===== config.mk =====
export PLATFORM = sky130hd
export DESIGN_NAME = utf8_char_assemble_classify
export DESIGN_NICKNAME = d
export VERILOG_FILES = /design/src/rtl/core/utf8cc_pkg.sv /design/src/rtl/core/utf8cc_assembler.sv /design/src/rtl/core/utf8cc_classifier.sv /design/src/rtl/core/utf8_char_assemble_classify.sv
export SDC_FILE = /design/constraint.sdc
export NUM_CORES = 1
export LEC_CHECK = 0
export BUFFER_PORTS_ARGS = -buffer_cell sky130_fd_sc_hd__buf_4
export CORE_MARGIN = 5
export CORE_UTILIZATION = 35
export DETAILED_ROUTE_END_ITERATION = 10
export PLACE_DENSITY = 0.58
export SLEW_MARGIN = 20
export SYNTH_ARGS = -nofsm -noshare
export SYNTH_HDL_FRONTEND = slang
export SYNTH_SLANG_ARGS = --single-unit

===== constraint.sdc =====
create_clock -name clk_i -period 6.55 [get_ports clk_i]
set_input_delay 0.9825 -clock clk_i [delete_from_list [all_inputs] [get_ports clk_i]]
set_output_delay 0.9825 -clock clk_i [all_outputs]
set_load 0.02 [all_outputs]

===== src/rtl/core/utf8cc_pkg.sv =====
// ----------------------------------------------------------------------------
// utf8cc_pkg: shared types and constants for the UTF-8 character classifier
// Lead byte prefixes, special character codes and the word/flag structs.
// ----------------------------------------------------------------------------
`default_nettype none

package utf8cc_pkg;

  localparam int unsigned ByteW  = 8;
  localparam int unsigned WordW  = 32;
  localparam int unsigned LenW   = 3;
  localparam int unsigned PendW  = 2;
  localparam int unsigned PartW  = 24;

  // Lead byte prefixes
  localparam logic [2:0] Lead2Prefix = 3'b110;
  localparam logic [3:0] Lead3Prefix = 4'b1110;
  localparam logic [4:0] Lead4Prefix = 5'b11110;

  // Sequence lengths
  localparam logic [LenW-1:0] Len1 = 3'd1;
  localparam logic [LenW-1:0] Len2 = 3'd2;
  localparam logic [LenW-1:0] Len3 = 3'd3;
  localparam logic [LenW-1:0] Len4 = 3'd4;

  // Special multi-byte characters
  localparam logic [7:0]       Latin1Lead    = 8'hC3;
  localparam logic [WordW-1:0] CedillaLower  = 32'h0000_C3A7;
  localparam logic [WordW-1:0] CedillaUpper  = 32'h0000_C387;
  localparam logic [WordW-1:0] EnDash        = 32'h00E2_8093;
  localparam logic [WordW-1:0] Ellipsis      = 32'h00E2_80A6;
  localparam logic [WordW-1:0] LeftDblQuote  = 32'h00E2_809C;
  localparam logic [WordW-1:0] RightDblQuote = 32'h00E2_809D;

  // Completed character handed from the assembler to the classifier
  typedef struct packed {
    logic [WordW-1:0] word;
    logic [LenW-1:0]  len;
  } char_t;

  // Class flags, packed as they go out on tuser (vowel lowest)
  typedef struct packed {
    logic digit;
    logic separator;
    logic consonant;
    logic vowel;
  } class_t;

endpackage

`default_nettype wire


===== src/rtl/core/utf8cc_assembler.sv =====
// ----------------------------------------------------------------------------
// utf8cc_assembler: byte to character assembly
// Tracks the open sequence and registers each completed character word.
// ----------------------------------------------------------------------------
`default_nettype none

module utf8cc_assembler (
  input  wire                   clk_i,
  input  wire                   rst_ni,
  input  wire                   in_valid_i,
  output logic                  in_ready_o,
  input  wire  [7:0]            in_byte_i,
  output logic                  char_valid_o,
  input  wire                   char_ready_i,
  output utf8cc_pkg::char_t     char_o
);

  logic [utf8cc_pkg::PendW-1:0] pend_q, pend_d;
  logic [utf8cc_pkg::PartW-1:0] part_q, part_d;
  logic [utf8cc_pkg::LenW-1:0]  seq_q, seq_d;
  logic                         cvalid_q, cvalid_d;
  utf8cc_pkg::char_t            char_q, char_d;
  logic                         accept;
  logic                         emit;
  logic [utf8cc_pkg::LenW-1:0]  lead_len;
  logic [utf8cc_pkg::PendW-1:0] pend_dec;

  assign in_ready_o = !cvalid_q || char_ready_i;
  assign accept     = in_valid_i && in_ready_o;
  assign pend_dec   = pend_q - 2'd1;

  always_comb begin
    if (in_byte_i[7:5] == utf8cc_pkg::Lead2Prefix) begin
      lead_len = utf8cc_pkg::Len2;
    end else if (in_byte_i[7:4] == utf8cc_pkg::Lead3Prefix) begin
      lead_len = utf8cc_pkg::Len3;
    end else if (in_byte_i[7:3] == utf8cc_pkg::Lead4Prefix) begin
      lead_len = utf8cc_pkg::Len4;
    end else begin
      lead_len = utf8cc_pkg::Len1;
    end
  end

  always_comb begin
    pend_d = pend_q;
    part_d = part_q;
    seq_d  = seq_q;
    emit   = 1'b0;
    char_d = char_q;
    if (accept) begin
      if (pend_q == '0) begin
        if (lead_len == utf8cc_pkg::Len1) begin
          emit        = 1'b1;
          char_d.word = {24'd0, in_byte_i};
          char_d.len  = utf8cc_pkg::Len1;
        end else begin
          part_d = {16'd0, in_byte_i};
          seq_d  = lead_len;
          pend_d = lead_len[utf8cc_pkg::PendW-1:0] - 2'd1;
        end
      end else if (pend_dec == '0) begin
        emit        = 1'b1;
        char_d.word = {part_q, in_byte_i};
        char_d.len  = seq_q;
        pend_d      = '0;
        part_d      = '0;
        seq_d       = '0;
      end else begin
        pend_d = pend_dec;
        part_d = {part_q[15:0], in_byte_i};
      end
    end
  end

  always_comb begin
    if (accept) begin
      cvalid_d = emit;
    end else if (char_ready_i) begin
      cvalid_d = 1'b0;
    end else begin
      cvalid_d = cvalid_q;
    end
  end

  always_ff @(posedge clk_i or negedge rst_ni) begin
    if (!rst_ni) begin
      pend_q   <= '0;
      part_q   <= '0;
      seq_q    <= '0;
      cvalid_q <= 1'b0;
    end else begin
      pend_q   <= pend_d;
      part_q   <= part_d;
      seq_q    <= seq_d;
      cvalid_q <= cvalid_d;
    end
  end

  always_ff @(posedge clk_i) begin
    char_q <= char_d;
  end

  assign char_valid_o = cvalid_q;
  assign char_o       = char_q;

endmodule

`default_nettype wire


===== src/rtl/core/utf8cc_classifier.sv =====
// ----------------------------------------------------------------------------
// utf8cc_classifier: character class decode
// Compares a packed character word against the vowel, consonant,
// separator and digit sets.
// ----------------------------------------------------------------------------
`default_nettype none

module utf8cc_classifier (
  input  wire  [31:0]           word_i,
  output utf8cc_pkg::class_t    class_o
);

  logic       ascii;
  logic [7:0] lo;
  logic       ascii_vowel;
  logic       accent_vowel;
  logic       vowel;
  logic       letter;
  logic       sep;
  logic [7:0] folded;

  assign ascii  = (word_i[31:8] == 24'd0);
  assign lo     = word_i[7:0];
  // upper and lower case accented vowels differ only in bit 5
  assign folded = lo & 8'hDF;

  always_comb begin
    ascii_vowel = ascii && (lo inside {8'h61, 8'h65, 8'h69, 8'h6F, 8'h75,
                                       8'h41, 8'h45, 8'h49, 8'h4F, 8'h55});
    accent_vowel = (word_i[31:16] == 16'd0) && (word_i[15:8] == utf8cc_pkg::Latin1Lead) &&
                   (lo[7:6] == 2'b10) &&
                   (folded inside {[8'h80:8'h83], [8'h88:8'h8A], 8'h8C, 8'h8D,
                                   [8'h92:8'h95], 8'h99, 8'h9A});
    letter = (ascii && ((lo inside {[8'h41:8'h5A]}) || (lo inside {[8'h61:8'h7A]}))) ||
             (word_i == utf8cc_pkg::CedillaLower) || (word_i == utf8cc_pkg::CedillaUpper);
    sep = (ascii && (lo inside {8'h5B, 8'h5D, 8'h28, 8'h29, 8'h2D, 8'h22, 8'h20,
                                8'h09, 8'h0A, 8'h0D, 8'h2E, 8'h3F, 8'h3B, 8'h3A,
                                8'h2C, 8'h21})) ||
          (word_i == utf8cc_pkg::EnDash) || (word_i == utf8cc_pkg::Ellipsis) ||
          (word_i == utf8cc_pkg::LeftDblQuote) || (word_i == utf8cc_pkg::RightDblQuote);
    vowel = ascii_vowel || accent_vowel;

    class_o.vowel     = vowel;
    class_o.consonant = letter && !vowel;
    class_o.separator = sep;
    class_o.digit     = ascii && (lo inside {[8'h30:8'h39]});
  end

endmodule

`default_nettype wire


===== src/rtl/core/utf8_char_assemble_classify.sv =====
// ----------------------------------------------------------------------------
// utf8_char_assemble_classify: UTF-8 character assembler and classifier
// Groups a byte stream into UTF-8 characters and tags each with class flags.
// ----------------------------------------------------------------------------
// Usage:
//   Slave channel s_axis_* carries one text byte per word. The lead byte of
//   a sequence sets its length (2, 3 or 4 bytes for 110x, 1110x, 11110x
//   prefixes, 1 otherwise); following bytes are packed as they come without
//   any continuation check.
//   Master channel m_axis_* carries one word per completed character: the
//   big-endian packed bytes and byte count in tdata, class flags in tuser.
//   Bytes that do not finish a character produce no output word.
// Timing:
//   One byte accepted per cycle while m_axis_tready stays high. A byte that
//   completes a character lands in the assembler register when it is accepted,
//   then moves on into the result register, from which m_axis takes it.
// Reset:
//   rst_ni clears any open sequence and empties both pipeline registers.
// Backpressure:
//   When m_axis_tready is low the result register holds; the assembler keeps
//   taking bytes until it holds one more finished character, then
//   s_axis_tready drops. Nothing is dropped or repeated.
// ----------------------------------------------------------------------------
`default_nettype none

module utf8_char_assemble_classify (
  input  wire         clk_i,
  input  wire         rst_ni,
  // slave: [7:0] text_byte
  input  wire         s_axis_tvalid_i,
  output logic        s_axis_tready_o,
  input  wire  [7:0]  s_axis_tdata_i,
  // master
  output logic        m_axis_tvalid_o,
  input  wire         m_axis_tready_i,
  // tdata: [31:0] packed_char, [34:32] char_bytes, [39:35] zero
  output logic [39:0] m_axis_tdata_o,
  // tuser: [0] vowel_flag, [1] consonant_flag, [2] separator_flag, [3] digit_flag
  output logic [3:0]  m_axis_tuser_o
);

  utf8cc_pkg::char_t  char_s;
  utf8cc_pkg::class_t class_s;
  logic               char_valid;
  logic               char_ready;

  // result register
  logic               out_valid_q, out_valid_d;
  utf8cc_pkg::char_t  out_char_q;
  utf8cc_pkg::class_t out_class_q;
  logic               load;

  utf8cc_assembler u_asm (
    .clk_i        (clk_i),
    .rst_ni       (rst_ni),
    .in_valid_i   (s_axis_tvalid_i),
    .in_ready_o   (s_axis_tready_o),
    .in_byte_i    (s_axis_tdata_i),
    .char_valid_o (char_valid),
    .char_ready_i (char_ready),
    .char_o       (char_s)
  );

  utf8cc_classifier u_cls (
    .word_i  (char_s.word),
    .class_o (class_s)
  );

  // result register frees up when empty or being drained this cycle
  assign char_ready = !out_valid_q || m_axis_tready_i;
  assign load       = char_valid && char_ready;

  always_comb begin
    if (char_ready) begin
      out_valid_d = char_valid;
    end else begin
      out_valid_d = out_valid_q;
    end
  end

  always_ff @(posedge clk_i or negedge rst_ni) begin
    if (!rst_ni) begin
      out_valid_q <= 1'b0;
    end else begin
      out_valid_q <= out_valid_d;
    end
  end

  always_ff @(posedge clk_i) begin
    if (load) begin
      out_char_q  <= char_s;
      out_class_q <= class_s;
    end
  end

  assign m_axis_tvalid_o = out_valid_q;
  assign m_axis_tdata_o  = {5'd0, out_char_q.len, out_char_q.word};
  assign m_axis_tuser_o  = out_class_q;

`ifndef SYNTHESIS
  // byte count is always 1 to 4
  assert property (@(posedge clk_i) disable iff (!rst_ni)
    m_axis_tvalid_o |-> (m_axis_tdata_o[34:32] != 3'd0 && m_axis_tdata_o[34:32] <= 3'd4))
    else $error("char_bytes out of range");

  // classes are mutually exclusive
  assert property (@(posedge clk_i) disable iff (!rst_ni)
    m_axis_tvalid_o |-> $onehot0(m_axis_tuser_o))
    else $error("more than one class flag set");

  // a one-byte character carries no upper bytes
  assert property (@(posedge clk_i) disable iff (!rst_ni)
    (m_axis_tvalid_o && m_axis_tdata_o[34:32] == 3'd1) |-> (m_axis_tdata_o[31:8] == 24'd0))
    else $error("single-byte character with upper bytes set");

  // a two-byte character starts with the two-byte lead prefix
  assert property (@(posedge clk_i) disable iff (!rst_ni)
    (m_axis_tvalid_o && m_axis_tdata_o[34:32] == 3'd2) |-> (m_axis_tdata_o[15:13] == 3'b110))
    else $error("two-byte character without two-byte lead");

  // a stalled result register keeps the assembler from overrunning it
  assert property (@(posedge clk_i) disable iff (!rst_ni)
    (m_axis_tvalid_o && !m_axis_tready_i) |=> m_axis_tvalid_o)
    else $error("result dropped while stalled");
`endif

endmodule

`default_nettype wire


Word-level counts from Yosys, hierarchy flattened
Cells that the tools add are included.
{"block": "word_totals", "regBits": 105}
{"block": "classes", "add_sub_neg": 2, "n_lt_le_gt_ge": 12, "n_eq_ne": 44, "mux": 20, "n_reduce_logical": 41}
{"cell": "equality test 32 x 24 -> 1 bit, second input constant", "count": 4}
{"cell": "2-to-1 mux 35 bit", "count": 3}
{"cell": "equality test 8 x 7 -> 1 bit, second input constant", "count": 12}
{"cell": "equality test 8 x 6 -> 1 bit, second input constant", "count": 11}
{"cell": "2-to-1 mux 24 bit", "count": 3}
{"cell": "equality test 32 x 16 -> 1 bit, second input constant", "count": 2}
{"cell": "equality test 7 bit, second input constant", "count": 4}
{"cell": "equality test 8 x 4 -> 1 bit, second input constant", "count": 3}
{"cell": ">= comparator 8 bit, second input constant", "count": 3}
{"cell": "<= comparator 8 bit, second input constant", "count": 3}
{"cell": "zero test 24 bit", "count": 1}
{"cell": "2-to-1 mux 3 bit", "count": 6}
{"cell": ">= comparator 8 x 7 -> 1 bit, second input constant", "count": 2}
{"cell": "<= comparator 8 x 7 -> 1 bit, second input constant", "count": 2}
{"cell": "logical AND 1 bit", "count": 16}
{"cell": "zero test 16 bit", "count": 1}
{"cell": "nonzero test 16 bit", "count": 1}
{"cell": "logical OR 1 bit", "count": 10}
{"cell": "nonzero test 10 bit", "count": 1}
{"cell": "equality test 8 bit, second input constant", "count": 1}
{"cell": ">= comparator 8 x 6 -> 1 bit, second input constant", "count": 1}
{"cell": "<= comparator 8 x 6 -> 1 bit, second input constant", "count": 1}
{"cell": "nonzero test 7 bit", "count": 1}
{"cell": "2-to-1 mux 2 bit", "count": 3}
{"cell": "other kinds (13)", "count": 24}

Logic depth before layout (Yosys ltp)
{"block": "logic_depth", "depth_word": 8, "ltp_mapped": 10, "depth_no_buf": 8}

Cells and area by module
From an unflattened synthesis, not the netlist that was laid out.
{"block": "hier_totals", "cells_unflattened": 293, "hier_area_um2": 4241.6}
{"module": "utf8cc_assembler", "n_inst": 1, "cells_each": 176, "area_per_inst_um2": 2562.5}
{"module": "utf8_char_assemble_classify", "n_inst": 1, "cells_each": 49, "area_per_inst_um2": 1266.2}
{"module": "utf8cc_classifier", "n_inst": 1, "cells_each": 68, "area_per_inst_um2": 412.9}

Least setup slack after synthesis
Ideal clock, no wire load.
{"block": "synth_path", "path_type": "input-to-reg", "startpoint": "in s_axis_tdata_i[5]", "endpoint": "reg u_asm.char_q, in the netlist u_asm.char_o[0] (enable)", "t_arrival_ns": 3.188, "required_ns": 6.123, "path_slack_ns": 2.935, "stages": 7, "path_buffers": 0, "cell_sequence": "nand4_1 -> o22ai_1 -> inv_1 -> ha_1 -> o21a_1 -> mux2i_1 -> nor2_1"}
{"block": "synth_via", "elab_chain_len": 7}
{"element": "start, declared", "line": "utf8_char_assemble_classify.sv:32", "rtl": "input wire [7:0] s_axis_tdata_i,"}
{"element": "equality test 5 bit", "line": "utf8cc_assembler.sv:37", "rtl": "end else if (in_byte_i[7:3] == utf8cc_pkg::Lead4Prefix) begin"}
{"element": "2-to-1 mux 3 bit", "line": "utf8cc_assembler.sv:37"}
{"element": "2-to-1 mux 3 bit", "line": "utf8cc_assembler.sv:35", "rtl": "end else if (in_byte_i[7:4] == utf8cc_pkg::Lead3Prefix) begin"}
{"element": "2-to-1 mux 3 bit (*)", "line": "utf8cc_assembler.sv:33", "rtl": "if (in_byte_i[7:5] == utf8cc_pkg::Lead2Prefix) begin"}
{"element": "equality test 3 x 1 -> 1 bit (*)", "line": "utf8cc_assembler.sv:52", "rtl": "if (lead_len == utf8cc_pkg::Len1) begin"}
{"element": "inequality test 2 bit (no source line) (*)"}
{"element": "AND reduction 3 bit (no source line) (*)"}
{"element": "end signal, assigned", "line": "utf8cc_assembler.sv:100", "rtl": "char_q <= char_d;"}
{"element": "end, declared", "line": "utf8cc_assembler.sv:22", "rtl": "utf8cc_pkg::char_t char_q, char_d;"}
Mark *: on every way between the ends. The rest lies on a longest branch, timed or not.
A chain may end at the register's enable or synchronous reset.

==> impl_metrics.yaml <==
outcome:
  status: "completed"
worst_setup_path:
  crit_fanout: 3
  worst-path-buf-inv: 0
  slowest_stage: "or4_1"
  crit_top_cell: "or4_1"
  start_kind: "flop"
  critPathRequiredTime_ns: 6.64
  reg2reg_from: "u_asm.char_o[19]"
  end_kind: "flop"
  worstSetupPathType: "flop to flop"
  reg2reg_depth: 5
  crit_path_max_incr_delay_ns: 0.56
  reg2reg_slack_ns: 3.77
  cp_cell_sequence: "or4_1 > or4_1 > or4_4 > or3_2 > a21boi_1"
  r2r-end: "m_axis_tuser_o[1]"
  cp_data_arrival_time_ns: 2.87
  cpLargestDelayFamily: "simple AND/OR/NAND/NOR gates"
drt:
  route.detailed.wl_per_inst_um: 15.3
  wl_um: 7820
  via_per_inst: 4.89
  ant_nets: 0
  drtIter0Drc: 178
  routed-via-count: 2501
  post-route-drc-count: 0
  drt-pass1-iter-count: 4
synthesis:
  syn_area_mm2: 0.00416
  synthCells: 312
  avgSynthCellArea_um2: 13.3
  synth_cell_types: 42
  yosysTopAreaCell: "edfxtp_1"
  yosysWarnings: 0
  synth.area.top_cells: "edfxtp_1 53%, dfrtp_1 19%, nor2b_1 4.2%, nand2_1 4.1%, o21ai_0 2.8%"
  synth_edf_count: 74
  synth_flop_cell: "edfxtp_1"
  synth_common_cells: "74 x edfxtp_1, 46 x nand2_1, 31 x dfrtp_1, 28 x nor2b_1, 23 x o21ai_0"
  yosysMostFrequentCell: "edfxtp_1"
  ys_seq_area_share_pct: 72.0
  synth_top_area_share_pct: 53.4
  synth-seq-cells: 105
  async_reset_ff_share_pct: 29.5
die:
  die_w_um: 119
  initial_core_util_pct: 36.1
  die_area_mm2: 0.0142
  coreArea_mm2: 0.0115
  ioPinCount: 58
  die_h_um: 119
  num_rows: 39
grt:
  gr-total-overflow: 0
  grt_pass1_vias: 2564
  antenna_found_initial: 0
  grt_max_degree: 45
  grt_pass1_wl_um: 12900
  grt_util_all_layers_pct: 11.4
finish:
  nets: 378
  multi_input_area_mm2: 0.00107
  nFillCells: 1110
  synthToLayoutAreaGrowth_pct: 20.0
  drive_gt1_share_pct: 21.2
  seq_area_mm2: 0.00300
  diodes: 0
  fin_area_mm2: 0.00500
min_path:
  worstHoldStart: "u_asm.char_o[0]"
  hold_path_end: "m_axis_tdata_o[32]"
  hold_depth: 0
  hold_class: "flop to flop"
sta:
  fin_tns_setup_ns: 0
  report.final.setup_viol: 0
  finalCritPeriodShare_pct: 42.4
  skew_ns: 0.00622
  fin_ws_ns: 3.77
  worst_slew_pin_slew_ns: 0.676
  hold_viol: 0
  min_period_ns: 2.78
  fmax_mhz: 360
  rsz0062_at_grt: "false"
  slew-limit-headroom_pct: 54.9
  slew_viol_final: 0
power_and_ir_drop:
  p_leak_nw: 1.94
  powerDensity_mw_per_mm2: 448
  irDropWorstVdd_uv: 162
clock_tree:
  cts_buffer_depth: 2
  clk_latency_ns: 0.34
  htree_levels: 3
  cts_inserted_buffers: 9
  holdBufCountCts: 0
  cts-root-buf: "clkbuf_16"
  cts_tree: "yes"
  post_cts_buffers: 0
  clkTransAtPathRegs_ns: 0.07
  cts_resized: 0
  cts.sinks: 105
placement:
  place_hpwl_um: 5480
  dpl-instance-area_mm2: 0.00468
  io_buffers: 52
  dp_worst_setup_slack_ns: 3.34
  gp_congestion: 0.793
run:
  drv_cap: 0
## layout make-up
type / instances / share of cell area (%)
clock buffers: 10 / 4.78
well taps: 143 / 3.58
inverters: 6 / 0.451
flip-flops and latches: 105 / 60.0
clock inverters: 6 / 1.45
repair buffers: 55 / 8.26
multi-input cells: 186 / 21.5
## metal layers
layer | part of all wire [%] | up-vias | global-route usage [%]
met1 | 46 | 1185 | 15.0
met4 | 2.6 | 0 | 6.15
met5 | 0 | - | 0
met3 | 5.9 | 14 | 3.03
li1 | - | 1223 | -
met2 | 46 | 79 | 17.2
## kinds of logic (layout without fill, tap and decap cells)
group                      after synthesis  count (layout)  synth area share, %
AOI/OAI and AO/OA                       57              57                 8.93
xor gates and xnor gates                 1               1                0.210
adders and majority gates                3               3                0.902
buffers and inverters                   25              77                 2.71
DFF                                    105             105                 72.0
muxes                                    1               1                0.240
other                                    1               5               0.0901
and+or+nand+nor                        119             119                 14.9
## worst reg2reg max path, delay by kind of cell (launching register included)
kind	cells	cell delay [ns]
AND/OR/NAND/NOR	4	2.01
AO/OA/AOI/OAI	1	0.14
flip-flops	1	0.38
## power by group
part / internal, W / switching (W)
logic: 0.000218 / 0.000352
clock network: 0.000312 / 0.000238
registers: 0.000984 / 0.000132
## registers in the layout, summed over array words and instances, names as in the netlist
register and cells:
u_asm.seq_q 3, m_axis_tvalid_o 1, u_asm.char_o 35, m_axis_tuser_o 4
u_asm.char_valid_o 1, m_axis_tdata_o 35, u_asm.part_q 24, u_asm.pend_q 2
## through the flow
stage | cells | power (W) | util [%] | hold slack (ns)
floorplan | 316 | 0.00148 | - | 0.400
global placement | 495 | 0.00169 | 40.7 | 0.404
detailed placement | 495 | 0.00171 | 40.7 | 0.406
CTS | 511 | 0.00226 | 43.4 | 0.424
global route | 511 | 0.00237 | 43.4 | 0.433
finish | 511 | 0.00224 | 43.4 | 0.421
## worst max-delay path by stage
stage	endpoint	depth (start not counted)	slack [ns]	startpoint
after floorplan	u_asm.char_o[0]	7	2.94	s_axis_tdata_i[5]
after CTS	u_asm.part_q[20]	8	3.73	s_axis_tdata_i[5]
after global routing	m_axis_tuser_o[1]	5	3.68	u_asm.char_o[19]
after detailed placement	u_asm.pend_q[0]	8	3.34	s_axis_tdata_i[5]
after global placement	u_asm.part_q[11]	8	3.52	s_axis_tdata_i[5]
final	m_axis_tuser_o[1]	5	3.77	u_asm.char_o[19]
## layout by cell type, fill, tap and decap left out, drive strengths merged, types with 3 or more instances in the layout
cell type  instances
or4                5
o21ai             23
nand2b             6
inv                9
nor4               3
conb               5
nor2               7
buf               55
clkbuf            10
a22o              12
nor3               5
edfxtp            74
ha                 3
nor2b             28
and2               3
nand3              4
nand4              3
nand2             46
a21oi              6
dfrtp             31
No activity file was read; power rests on OpenSTA's default activity.
